### src/hhfp_pkg.sv
// Types, constants and per-byte update functions of the header framing parser.
package hhfp_pkg;

  localparam int LENGTH_BITS = 32;
  localparam int WIDE_W      = LENGTH_BITS + 4;
  localparam int OUT_LEN_W   = 32;
  localparam int NAME_POS_W  = 5;

  localparam int LEN_NAME_N = 14;
  localparam int TE_NAME_N  = 17;
  localparam logic [8*LEN_NAME_N-1:0] LEN_NAME = "content-length";
  localparam logic [8*TE_NAME_N-1:0]  TE_NAME  = "transfer-encoding";

  localparam logic [7:0] CH_CR    = 8'h0D;
  localparam logic [7:0] CH_LF    = 8'h0A;
  localparam logic [7:0] CH_COLON = 8'h3A;
  localparam logic [7:0] CH_SPACE = 8'h20;
  localparam logic [7:0] CH_TAB   = 8'h09;
  localparam logic [7:0] CH_ZERO  = 8'h30;
  localparam logic [7:0] CH_NINE  = 8'h39;
  localparam logic [7:0] CH_UP_A  = 8'h41;
  localparam logic [7:0] CH_UP_Z  = 8'h5A;
  localparam logic [7:0] CASE_OFS = 8'h20;

  typedef enum logic [2:0] {
    ERR_NONE      = 3'd0,
    ERR_XFER_ENC  = 3'd1,
    ERR_DUP_LEN   = 3'd2,
    ERR_MALFORMED = 3'd3,
    ERR_OVERFLOW  = 3'd4
  } err_e;

  typedef enum logic [1:0] {
    VP_NONE   = 2'd0,
    VP_LEAD   = 2'd1,
    VP_DIGITS = 2'd2,
    VP_TRAIL  = 2'd3
  } phase_e;

  typedef struct packed {
    logic                   cr_pending;
    logic                   line_empty;
    logic                   colon_seen;
    logic [NAME_POS_W-1:0]  name_pos;
    logic [1:0]             match;
    phase_e                 phase;
    logic [LENGTH_BITS-1:0] acc;
    logic                   length_seen;
    err_e                   first_error;
    logic [LENGTH_BITS-1:0] stored;
  } parse_state_t;

  typedef struct packed {
    logic                 accepted;
    err_e                 err_code;
    logic [OUT_LEN_W-1:0] length;
  } hhfp_result_t;

  function automatic parse_state_t line_clear(parse_state_t s);
    parse_state_t n;
    n            = s;
    n.colon_seen = 1'b0;
    n.name_pos   = '0;
    n.match      = 2'b11;
    n.phase      = VP_NONE;
    n.acc        = '0;
    n.line_empty = 1'b1;
    return n;
  endfunction

  function automatic parse_state_t init_state();
    parse_state_t n;
    n             = '0;
    n.cr_pending  = 1'b0;
    n.length_seen = 1'b0;
    n.first_error = ERR_NONE;
    n.stored      = '0;
    return line_clear(n);
  endfunction

  function automatic logic [7:0] fold(logic [7:0] c);
    logic [7:0] r;
    r = c;
    if (c >= CH_UP_A && c <= CH_UP_Z) r = c + CASE_OFS;
    return r;
  endfunction

  function automatic logic [7:0] len_char(logic [NAME_POS_W-1:0] pos);
    logic [7:0] c;
    c = 8'h00;
    if (pos < NAME_POS_W'(LEN_NAME_N)) c = LEN_NAME[8*(LEN_NAME_N-1-int'(pos)) +: 8];
    return c;
  endfunction

  function automatic logic [7:0] te_char(logic [NAME_POS_W-1:0] pos);
    logic [7:0] c;
    c = 8'h00;
    if (pos < NAME_POS_W'(TE_NAME_N)) c = TE_NAME[8*(TE_NAME_N-1-int'(pos)) +: 8];
    return c;
  endfunction

  function automatic parse_state_t set_error(parse_state_t s, err_e code);
    parse_state_t n;
    n = s;
    if (s.first_error == ERR_NONE) n.first_error = code;
    n.phase = VP_NONE;
    return n;
  endfunction

  function automatic parse_state_t add_digit(parse_state_t s, logic [7:0] b);
    parse_state_t      n;
    logic [WIDE_W-1:0] sum;
    n   = s;
    sum = WIDE_W'({s.acc, 3'b000}) + WIDE_W'({s.acc, 1'b0}) + WIDE_W'(b[3:0]);
    if (sum[WIDE_W-1:LENGTH_BITS] != '0) begin
      n = set_error(s, ERR_OVERFLOW);
    end else begin
      n.acc   = sum[LENGTH_BITS-1:0];
      n.phase = VP_DIGITS;
    end
    return n;
  endfunction

  function automatic parse_state_t content_step(parse_state_t s, logic [7:0] b);
    parse_state_t n;
    logic         ws;
    logic         dig;
    logic         is_len;
    logic         is_te;
    n            = s;
    ws           = (b == CH_SPACE) || (b == CH_TAB);
    dig          = (b >= CH_ZERO) && (b <= CH_NINE);
    is_len       = s.match[0] && (s.name_pos == NAME_POS_W'(LEN_NAME_N));
    is_te        = s.match[1] && (s.name_pos == NAME_POS_W'(TE_NAME_N));
    n.line_empty = 1'b0;
    if (s.first_error == ERR_NONE) begin
      if (!s.colon_seen) begin
        if (b == CH_COLON) begin
          n.colon_seen = 1'b1;
          if (is_te) begin
            n = set_error(n, ERR_XFER_ENC);
          end else if (is_len) begin
            if (s.length_seen) begin
              n = set_error(n, ERR_DUP_LEN);
            end else begin
              n.length_seen = 1'b1;
              n.phase       = VP_LEAD;
              n.acc         = '0;
            end
          end
        end else begin
          if (s.name_pos >= NAME_POS_W'(LEN_NAME_N) || fold(b) != len_char(s.name_pos))
            n.match[0] = 1'b0;
          if (s.name_pos >= NAME_POS_W'(TE_NAME_N) || fold(b) != te_char(s.name_pos))
            n.match[1] = 1'b0;
          if (s.name_pos != '1) n.name_pos = s.name_pos + 1'b1;
        end
      end else begin
        case (s.phase)
          VP_LEAD: begin
            if (dig) n = add_digit(n, b);
            else if (!ws) n = set_error(n, ERR_MALFORMED);
          end
          VP_DIGITS: begin
            if (dig) n = add_digit(n, b);
            else if (ws) n.phase = VP_TRAIL;
            else n = set_error(n, ERR_MALFORMED);
          end
          VP_TRAIL: begin
            if (!ws) n = set_error(n, ERR_MALFORMED);
          end
          default: begin
          end
        endcase
      end
    end
    return n;
  endfunction

  function automatic parse_state_t line_end(parse_state_t s);
    parse_state_t n;
    n = s;
    if (s.first_error == ERR_NONE) begin
      if (s.phase == VP_LEAD) n = set_error(n, ERR_MALFORMED);
      else if (s.phase == VP_DIGITS || s.phase == VP_TRAIL) n.stored = s.acc;
    end
    return line_clear(n);
  endfunction

endpackage

### src/hhfp_engine.sv
// Parse state register and per-byte next-state logic of the header framing parser.
module hhfp_engine import hhfp_pkg::*; (
  input  logic         clk_i,
  input  logic         rst_ni,
  input  logic         step_i,
  input  logic [7:0]   byte_i,
  output logic         emit_o,
  output hhfp_result_t result_o
);

  parse_state_t state_q;
  parse_state_t state_d;
  parse_state_t upd;
  logic         emit;

  always_comb begin
    upd  = state_q;
    emit = 1'b0;
    if (state_q.cr_pending) begin
      upd.cr_pending = 1'b0;
      if (byte_i == CH_LF) begin
        if (state_q.line_empty) begin
          emit = 1'b1;
          upd  = init_state();
        end else begin
          upd = line_end(upd);
        end
      end else begin
        upd = content_step(upd, CH_CR);
      end
    end
    if (!(state_q.cr_pending && byte_i == CH_LF)) begin
      if (byte_i == CH_CR) upd.cr_pending = 1'b1;
      else upd = content_step(upd, byte_i);
    end
    state_d = step_i ? upd : state_q;
  end

  always_ff @(posedge clk_i or negedge rst_ni) begin
    if (!rst_ni) begin
      state_q <= init_state();
    end else begin
      state_q <= state_d;
    end
  end

  assign emit_o            = emit;
  assign result_o.accepted = (state_q.first_error == ERR_NONE);
  assign result_o.err_code = state_q.first_error;
  assign result_o.length   = (state_q.first_error == ERR_NONE) ?
                             OUT_LEN_W'(state_q.stored) : '0;

endmodule

### src/http_header_framing_parser.sv
// Top level of the HTTP header framing parser.
// Takes one header byte per transaction, starting at the first header line, and
// gives one result transaction on the terminating empty line: accepted, the first
// error code and the Content-Length value (0 when absent or rejected). A byte is
// taken every cycle unless input stalls; it is held in the input register, is
// folded into the parse state when it advances, and the result it completes, if
// any, is written to the output register in the same cycle. The output register
// lets new bytes flow while a result waits; input stalls only when a result
// must be issued and the previous one is still held by a stalled receiver.
module http_header_framing_parser import hhfp_pkg::*; (
  input  logic        clk_i,
  input  logic        rst_ni,
  input  logic        in_valid_i,
  output logic        in_stall_o,
  input  logic [7:0]  data_byte_i,
  output logic        out_valid_o,
  input  logic        out_stall_i,
  output logic        accepted_o,
  output logic [2:0]  err_code_o,
  output logic [31:0] body_len_o
);

  logic         in_valid_q;
  logic         in_valid_d;
  logic [7:0]   byte_q;
  logic         out_valid_q;
  logic         out_valid_d;
  hhfp_result_t result_q;
  hhfp_result_t result;
  logic         emit;
  logic         out_free;
  logic         advance;
  logic         in_take;

  hhfp_engine u_engine (
    .clk_i    (clk_i),
    .rst_ni   (rst_ni),
    .step_i   (advance),
    .byte_i   (byte_q),
    .emit_o   (emit),
    .result_o (result)
  );

  assign out_free   = !out_valid_q || !out_stall_i;
  assign advance    = in_valid_q && (!emit || out_free);
  assign in_stall_o = in_valid_q && !advance;
  assign in_take    = in_valid_i && !in_stall_o;

  always_comb begin
    in_valid_d = in_valid_q;
    if (in_take) in_valid_d = 1'b1;
    else if (advance) in_valid_d = 1'b0;
    out_valid_d = out_valid_q && out_stall_i;
    if (advance && emit) out_valid_d = 1'b1;
  end

  always_ff @(posedge clk_i or negedge rst_ni) begin
    if (!rst_ni) begin
      in_valid_q  <= 1'b0;
      out_valid_q <= 1'b0;
    end else begin
      in_valid_q  <= in_valid_d;
      out_valid_q <= out_valid_d;
    end
  end

  always_ff @(posedge clk_i) begin
    if (in_take) byte_q <= data_byte_i;
    if (advance && emit) result_q <= result;
  end

  assign out_valid_o = out_valid_q;
  assign accepted_o  = result_q.accepted;
  assign err_code_o  = result_q.err_code;
  assign body_len_o  = result_q.length;

endmodule

### config.mk
export PLATFORM = sky130hd
export DESIGN_NAME = http_header_framing_parser
export DESIGN_NICKNAME = d
export VERILOG_FILES = /design/src/hhfp_pkg.sv /design/src/hhfp_engine.sv /design/src/http_header_framing_parser.sv
export SDC_FILE = /design/constraint.sdc
export NUM_CORES = 1
export LEC_CHECK = 0
export BUFFER_PORTS_ARGS = -buffer_cell sky130_fd_sc_hd__buf_2
export CORE_MARGIN = 10
export CORE_UTILIZATION = 40
export DETAILED_ROUTE_END_ITERATION = 8
export PLACE_DENSITY = 0.55
export SKIP_LAST_GASP = 1
export SYNTH_ARGS = -nofsm -noshare
export SYNTH_HDL_FRONTEND = slang
export SYNTH_SLANG_ARGS = --single-unit
### constraint.sdc
create_clock -name clk_i -period 10.2 [get_ports clk_i]
set_input_delay 1.02 -clock clk_i [delete_from_list [all_inputs] [get_ports clk_i]]
set_output_delay 1.02 -clock clk_i [all_outputs]
set_load 0.01 [all_outputs]
==> load_flow_metrics.sql, run 1 <==
INSERT INTO impl_metrics (metric_group, metric, value, unit) VALUES
('run_status', 'status', 'completed', ''),
('pwr', 'static-leakage-power', '4.24', 'nW'),
('place', 'dp_hpwl', '17900', 'um'),
('grt', 'grt_start_max_net_pins', '67', ''),
('detailed_routing', 'drt_pass1_iterations', '5', ''),
('pwr', 'ir_drop', '93.4', 'uV'),
('clock_network', 'postCtsSetupRepairBufs', '0', ''),
('detailed_routing', 'routed_wire_length_per_instance', '18.3', 'um'),
('yosys', 'postSynthRegisterBits', '126', ''),
('sta', 'layout_worst_path_cycle_share', '57.8', '%'),
('yosys', 'mappedNetlistArea', '9240', 'um^2'),
('clock_network', 'cts.clk_slew.worst_paths', '60', 'ps'),
('clock_network', 'cts-root-to-sink-buffers', '2', ''),
('yosys', 'largest_area_contributor_in_the_netlist', 'sky130_fd_sc_hd__dfrtp_1', ''),
('detailed_routing', 'drt-met1-wl', '12900', 'um'),
('final_layout', 'layout.cells.most_common_list', 'sky130_fd_sc_hd__nand2_1, sky130_fd_sc_hd__dfrtp_1, sky130_fd_sc_hd__and2_1, sky130_fd_sc_hd__ha_1, sky130_fd_sc_hd__o21ai_0', ''),
('worst_setup_path', 'worstPathRequired', '10450', 'ps'),
('clock_network', 'post_cts.resized_instances', '0', ''),
('grt', 'globalRouteTotalUtil', '16.4', '%'),
('sta', 'setup_slack_of_the_critical_path_after_layout', '4300', 'ps'),
('worst_setup_path', 'critical_path_launch_point', 'byte_q[3]', ''),
('worst_setup_path', 'regToRegStartpoint', 'byte_q[3]', ''),
('detailed_routing', 'route.final.wire_length', '24100', 'um'),
('sta', 'fmax', '169', 'MHz'),
('floorplanning', 'fp-row-count', '55', ''),
('sta', 'max_slew.worst_pin.slew', '1170', 'ps'),
('worst_setup_path', 'critPathArrivalTime', '6150', 'ps'),
('detailed_routing', 'routed-wl-met3', '1220', 'um'),
('worst_setup_path', 'timing.setup.critical_path_class', 'reg -> reg', ''),
('clock_network', 'cts_buffers', '17', ''),
('yosys', 'yosysUniqueCellTypes', '97', ''),
('yosys', 'netlist.area_leader.share', '21.4', '%'),
('clock_network', 'cts_tree', 'yes', ''),
('yosys', 'mappedNetlistNets', '1092', ''),
('clock_network', 'cts_hold_repair.buffers', '0', ''),
('place', 'pre_cts_ws', '4380', 'ps'),
('detailed_routing', 'vias', '7548', ''),
('sta', 'finalCriticalPeriod', '5900', 'ps'),
('yosys', 'synth.area.top_cells', 'sky130_fd_sc_hd__dfrtp_1, sky130_fd_sc_hd__edfxtp_1, sky130_fd_sc_hd__ha_1', ''),
('detailed_routing', 'wl_met2', '9780', 'um'),
('yosys', 'syn_inst', '1003', ''),
('floorplanning', 'fp.dieArea', '29600', 'um^2'),
('job', 'drv.max_cap_violation_count', '0', ''),
('grt', 'grt_antenna_before_repair', '0', ''),
('pwr', 'power.density_cell_area', '134', 'nW/um^2'),
('yosys', 'ys.warnings.count', '0', ''),
('place', 'numPortBuffers', '49', ''),
('final_layout', 'layout.cells.most_common', 'sky130_fd_sc_hd__nand2_1', ''),
('sta', 'max-slew-margin-rel', '22.1', '%'),
('sta', 'setup_viol', '0', ''),
('sta', 'report.final.hold_viol_count', '0', ''),
('hold_path', 'min-delay-start', 'u_engine.state_q[2]', ''),
('sta', 'skew', '12.8', 'ps'),
('yosys', 'synth.avg_cell_area', '9.21', 'um^2'),
('yosys', 'synth_seq_area_share', '36.5', '%'),
('final_layout', 'diodes', '0', ''),
('yosys', 'synth_edf_count', '44', ''),
('detailed_routing', 'route.top_layer_used', 'met4', ''),
('place', 'place.gp.congestion', '0.868', ''),
('yosys', 'asyncSetResetFlopFracSynth', '65.1', '%'),
('worst_setup_path', 'critical_path.max_fanout', '41', ''),
('clock_network', 'clock_sinks', '126', ''),
('final_layout', 'drive_above_1_share', '12.8', '%'),
('clock_network', 'cts-htree-levels', '4', ''),
('sta', 'final.setup.tns', '0', 'ps'),
('grt', 'first_global_vias', '7052', ''),
('yosys', 'ys_dominant_reg_cell', 'sky130_fd_sc_hd__dfrtp_1', ''),
('sta', 'maxSlewViolCount', '0', ''),
('grt', 'grt_remaining_overflow', '0', ''),
('detailed_routing', 'post_drt_via_cell_ratio', '5.74', ''),
('detailed_routing', 'antenna_left', '0', '');
[area by class of cell]
type | instances | area [um^2]
tap | 285 | 357
clock buffer | 17 | 425
inverter | 28 | 105
sequential | 126 | 3380
timing repair buffer | 56 | 300
clock inverter | 15 | 175
multi-input combinational | 789 | 5490
fill | 2248 | 12500
[worst max-delay path, cell delays in order (launching register included)]
cell                        delay (ps)
sky130_fd_sc_hd__edfxtp_1          660
sky130_fd_sc_hd__nor4bb_1          360
sky130_fd_sc_hd__buf_4             210
sky130_fd_sc_hd__nand3_1            80
sky130_fd_sc_hd__buf_4             290
sky130_fd_sc_hd__and2_1            270
sky130_fd_sc_hd__ha_1              310
sky130_fd_sc_hd__ha_1              380
sky130_fd_sc_hd__nand3_1           180
sky130_fd_sc_hd__a2111o_1          410
sky130_fd_sc_hd__a31oi_1           310
sky130_fd_sc_hd__nor3_2            140
sky130_fd_sc_hd__a2bb2oi_2         220
sky130_fd_sc_hd__or3_1             330
sky130_fd_sc_hd__a31oi_1           420
sky130_fd_sc_hd__nor3_2            120
sky130_fd_sc_hd__nand2b_1          820
sky130_fd_sc_hd__o2bb2ai_1         190
[metal layers]
metal | global-route usage [%] | vias up
met1 | 25.7 | 3587
met3 | 2.44 | 12
li1 | - | 3750
met2 | 22.7 | 199
met4 | 4.24 | 0
met5 | 0 | -
[power breakdown]
group	switching [W]	leakage, nW	internal [W]	total, W
clock	0.000254	0.293	0.000369	0.000623
combinational	0.000129	2.49	0.0000747	0.000204
sequential	0.0000141	1.46	0.000528	0.000542
[per-stage QoR]
step / cell area [um^2] / hold slack [ps] / std cells / total power [W] / utilization, %
global placement: 9630 / 452 / 1284 / 0.000753 / 42.4
CTS: 10200 / 475 / 1316 / 0.00138 / 45.0
finish: 10200 / 468 / 1316 / 0.00137 / 45.0
detailed placement: 9630 / 461 / 1284 / 0.000753 / 42.4
global route: 10200 / 493 / 1316 / 0.00142 / 45.0
floorplan: 9240 / 442 / 1003 / 0.000706 / -
[cell families (layout without fill, tap and decap cells)]
logic type,count (synthesis),count (layout),share of synthesized area [%]
AND/OR/NAND/NOR,360,360,20.8
flip-flops,126,126,36.5
AO/OA/AOI/OAI,306,306,23.3
multiplexers,7,7,0.812
adder cells (fa/ha/maj),78,78,10.7
XOR/XNOR,38,38,3.68
buffers and inverters,88,116,4.13
[cell usage after synthesis (8+ instances only)]
cell type and instances:
sky130_fd_sc_hd__xnor2_1 20, sky130_fd_sc_hd__o2bb2ai_1 29, sky130_fd_sc_hd__and3_1 14, sky130_fd_sc_hd__nor3_1 15, sky130_fd_sc_hd__o21ai_0 73, sky130_fd_sc_hd__edfxtp_1 44
sky130_fd_sc_hd__nand4_1 11, sky130_fd_sc_hd__inv_1 26, sky130_fd_sc_hd__clkbuf_1 36, sky130_fd_sc_hd__a21oi_1 65, sky130_fd_sc_hd__o22ai_1 10, sky130_fd_sc_hd__nand2b_1 11
sky130_fd_sc_hd__nand2_1 105, sky130_fd_sc_hd__a211oi_1 9, sky130_fd_sc_hd__a31oi_1 8, sky130_fd_sc_hd__o211ai_1 8, sky130_fd_sc_hd__and2_1 75, sky130_fd_sc_hd__and4_1 9
sky130_fd_sc_hd__ha_1 75, sky130_fd_sc_hd__nor2_1 49, sky130_fd_sc_hd__a21o_1 21, sky130_fd_sc_hd__dfrtp_1 79, sky130_fd_sc_hd__xor2_1 17, sky130_fd_sc_hd__buf_2 11
sky130_fd_sc_hd__nand3_1 27
[flip-flops by register name (all words and copies together) (netlist names)]
signal and flops:
accepted_o 1, body_len_o 32, in_valid_q 1, byte_q 8
u_engine.state_q 77, err_code_o 3, out_valid_o 1, u_engine.result_o 3
[final timing paths]
path,depth (start not counted),to,slack (ps)
hold reg to reg,2,u_engine.state_q[2],470
min in group asynchronous,1,u_engine.state_q[67],500
setup / recovery,17,u_engine.state_q[52],4300
max in group asynchronous,2,u_engine.state_q[4],8580
hold / removal,2,u_engine.state_q[2],470
setup reg to reg,17,u_engine.state_q[52],4300
(Power assumes the default switching activity.)
==> inputs of run 2 (changes only) <==
==> constraint.sdc (replaced) <==
create_clock -name clk_i -period 5.5 [get_ports clk_i]
set_input_delay 0.55 -clock clk_i [delete_from_list [all_inputs] [get_ports clk_i]]
set_output_delay 0.55 -clock clk_i [all_outputs]
set_load 0.01 [all_outputs]
==> run 2 against run 1 <==
Global-route usage barely moved. Critical endpoint is now u_engine.state_q[38]. Utilization rose by 0.37 points. Critical path depth is the same. Largest power group unchanged. Count of clock-buffer cells in the layout did not move.
==> load_flow_metrics.sql, run 2 (synthesis gave the netlist of run 1 again) <==
INSERT INTO impl_metrics (metric_group, metric, value, unit) VALUES
('sta', 'report.final.hold_viol_count', '0', ''),
('final_layout', 'number_of_nets_in_the_layout', '1122', ''),
('job', 'drv.max_cap_violation_count', '0', ''),
('detailed_routing', 'drt_pass1_iterations', '5', ''),
('clock_network', 'cts_buffers', '17', ''),
('sta', 'maxSlewViolCount', '0', ''),
('sta', 'fmax', '201', 'MHz'),
('final_layout', 'layout.cells.most_common_list', 'sky130_fd_sc_hd__nand2_1, sky130_fd_sc_hd__dfrtp_1, sky130_fd_sc_hd__and2_1, sky130_fd_sc_hd__ha_1, sky130_fd_sc_hd__o21ai_0', ''),
('worst_setup_path', 'critPathArrivalTime', '5330', 'ps'),
('sta', 'skew', '9.11', 'ps'),
('hold_path', 'min_path_type', 'in -> async', ''),
('final_layout', 'multi_input_area', '5490', 'um^2'),
('sta', 'final.setup.tns', '0', 'ps'),
('final_layout', 'areaGrowthSynthToFinish', '11.6', '%'),
('detailed_routing', 'drt_iter0_markers', '572', ''),
('detailed_routing', 'routed_wire_length_per_instance', '18.1', 'um'),
('run_status', 'status', 'completed', ''),
('worst_setup_path', 'critical_path.max_fanout', '41', ''),
('worst_setup_path', 'cell_type_of_the_slowest_stage_on_the_worst_timing_path', 'sky130_fd_sc_hd__edfxtp_1', ''),
('sta', 'max-slew-margin-rel', '37.5', '%'),
('floorplanning', 'fp.dieArea', '29600', 'um^2'),
('final_layout', 'layout.cells.most_common', 'sky130_fd_sc_hd__nand2_1', ''),
('detailed_routing', 'route.final.wire_length', '24000', 'um'),
('final_layout', 'drive_above_1_share', '14.1', '%'),
('clock_network', 'post_cts.resized_instances', '0', ''),
('clock_network', 'postCtsSetupRepairBufs', '0', ''),
('worst_setup_path', 'critical_path.cell_chain', 'nor4_4 -> nand3_1 -> buf_4 -> and2_1 -> ha_1 -> ha_1 -> nand3_1 -> a2111o_1 -> a31oi_1 -> nor3_2 -> a2bb2oi_2 -> or3_1 -> a31oi_1 -> nor3_2 -> o21ai_2 -> buf_4 -> a22o_1', ''),
('grt', 'globalRouteTotalUtil', '16.5', '%'),
('place', 'numPortBuffers', '49', ''),
('sta', 'layout_worst_path_cycle_share', '90.4', '%'),
('final_layout', 'finished_cell_area', '10300', 'um^2'),
('worst_setup_path', 'worstPathRequired', '5850', 'ps'),
('grt', 'grt_remaining_overflow', '0', ''),
('worst_setup_path', 'critPathMaxStageDelay', '570', 'ps'),
('clock_network', 'clk_latency', '420', 'ps'),
('detailed_routing', 'antenna_left', '0', ''),
('detailed_routing', 'vias', '7604', ''),
('final_layout', 'flip_flop_count_of_the_largest_register_all_copies_and_words_added', '77', ''),
('floorplanning', 'start_util', '40.7', '%'),
('detailed_routing', 'drt_drc_violations_left', '0', ''),
('worst_setup_path', 'startpoint_type', 'flop', ''),
('sta', 'max_slew.worst_pin.slew', '938', 'ps'),
('clock_network', 'clock_sinks', '126', ''),
('floorplanning', 'die_y', '172', 'um'),
('grt', 'wire_length_of_the_first_global_routing_pass', '39300', 'um'),
('worst_setup_path', 'worst_path_dominant_cell_family', 'compound AO/OA/AOI/OAI gates', ''),
('floorplanning', 'floorplan.io_pins', '50', ''),
('place', 'place.gp.congestion', '0.893', ''),
('clock_network', 'cts-htree-levels', '4', ''),
('place', 'dp_hpwl', '17700', 'um'),
('clock_network', 'cts.clk_slew.worst_paths', '70', 'ps'),
('final_layout', 'regMostFlops', 'u_engine.state_q', ''),
('clock_network', 'cts-root-to-sink-buffers', '2', ''),
('pwr', 'static-leakage-power', '4.29', 'nW'),
('final_layout', 'final-seq-area', '3380', 'um^2'),
('clock_network', 'clock-root-buffer', 'sky130_fd_sc_hd__clkbuf_16', ''),
('final_layout', 'fillers', '2262', ''),
('place', 'placedCellCount', '1299', ''),
('detailed_routing', 'post_drt_via_cell_ratio', '5.71', ''),
('clock_network', 'cts_tree', 'yes', ''),
('sta', 'setup_viol', '0', ''),
('pwr', 'power.density_cell_area', '242', 'nW/um^2'),
('grt', 'grt_start_max_net_pins', '65', ''),
('sta', 'finalCriticalPeriod', '4970', 'ps'),
('worst_setup_path', 'timing.critical_path.buf_inv', '2', ''),
('sta', 'unrepaired_setup_endpoints_after_global_routing', 'no', ''),
('floorplanning', 'fp-row-count', '55', ''),
('worst_setup_path', 'worst_setup_path_end_kind', 'flop', ''),
('pwr', 'ir_drop', '173', 'uV'),
('floorplanning', 'core', '22700', 'um^2'),
('final_layout', 'diodes', '0', ''),
('place', 'placed_area', '9740', 'um^2'),
('grt', 'grt_antenna_before_repair', '0', ''),
('worst_setup_path', 'timing.setup.critical_path_class', 'reg -> reg', ''),
('floorplanning', 'die_width', '172', 'um'),
('clock_network', 'cts_hold_repair.buffers', '0', ''),
('grt', 'first_global_vias', '7243', ''),
('final_layout', 'final-instance-count-excl-fill', '1331', '');
[run 2: cell types whose count changed in the layout (fill, tap and decap cells not counted), sizes merged]
cell and change:
buf +15, inv +1, bufinv -2, clkinv -2
clkinvlp +3
[run 2: through the flow]
step                power, W  utilization [%]  setup slack, ps  hold slack, ps
floorplan            0.00131                -              688             254
global placement     0.00140             42.9              687             453
detailed placement   0.00140             42.9              560             462
CTS                  0.00251             45.4              530            48.7
global route         0.00260             45.4              182            65.4
finish               0.00249             45.4              528            45.6
[run 2: per-layer routing]
| layer | vias to the layer above | track usage, % | share of wire (%) |
|---|---|---|---|
| met1 | 3611 | 25.1 | 53 |
| li1 | 3775 | - | - |
| met4 | 0 | 4.91 | 1.3 |
| met3 | 27 | 2.30 | 4.6 |
| met2 | 191 | 23.3 | 41 |
| met5 | - | 0 | 0 |
[run 2: layout make-up]
| cell class | instances | share of cell area [%] |
|---|---|---|
| clock inverters | 15 | 1.42 |
| multi-input cells | 789 | 53.2 |
| inverters | 28 | 1.02 |
| repair buffers | 71 | 4.00 |
| flip-flops and latches | 126 | 32.8 |
| clock buffers | 17 | 4.13 |
| well taps | 285 | 3.46 |
[run 2: power breakdown]
part           total, W  switching [W]  internal, W
registers      0.000997      0.0000177     0.000979
clock network   0.00110       0.000498     0.000601
logic          0.000396       0.000248     0.000148
total           0.00249       0.000763      0.00173
[run 2: worst register-to-register path, stage by stage (launching register included)]
cell and delay [ps]:
sky130_fd_sc_hd__edfxtp_1 570, sky130_fd_sc_hd__nor4_4 350, sky130_fd_sc_hd__nand3_1 110, sky130_fd_sc_hd__buf_4 290
sky130_fd_sc_hd__and2_1 280, sky130_fd_sc_hd__ha_1 300, sky130_fd_sc_hd__ha_1 370, sky130_fd_sc_hd__nand3_1 150
sky130_fd_sc_hd__a2111o_1 410, sky130_fd_sc_hd__a31oi_1 290, sky130_fd_sc_hd__nor3_2 130, sky130_fd_sc_hd__a2bb2oi_2 220
sky130_fd_sc_hd__or3_1 320, sky130_fd_sc_hd__a31oi_1 420, sky130_fd_sc_hd__nor3_2 120, sky130_fd_sc_hd__o21ai_2 150
sky130_fd_sc_hd__buf_4 250, sky130_fd_sc_hd__a22o_1 180
[run 2: final timing paths]
check	from	endpoint	slack, ps	cells past startpoint
max	byte_q[5]	u_engine.state_q[38]	530	17
min	rst_ni	u_engine.state_q[57]	50	1
max reg2reg	byte_q[5]	u_engine.state_q[38]	530	17
min reg2reg	u_engine.state_q[30]	u_engine.state_q[30]	470	2
max in group asynchronous	rst_ni	u_engine.state_q[4]	4390	2
min in group clk_i	data_byte_i[1]	byte_q[1]	310	1
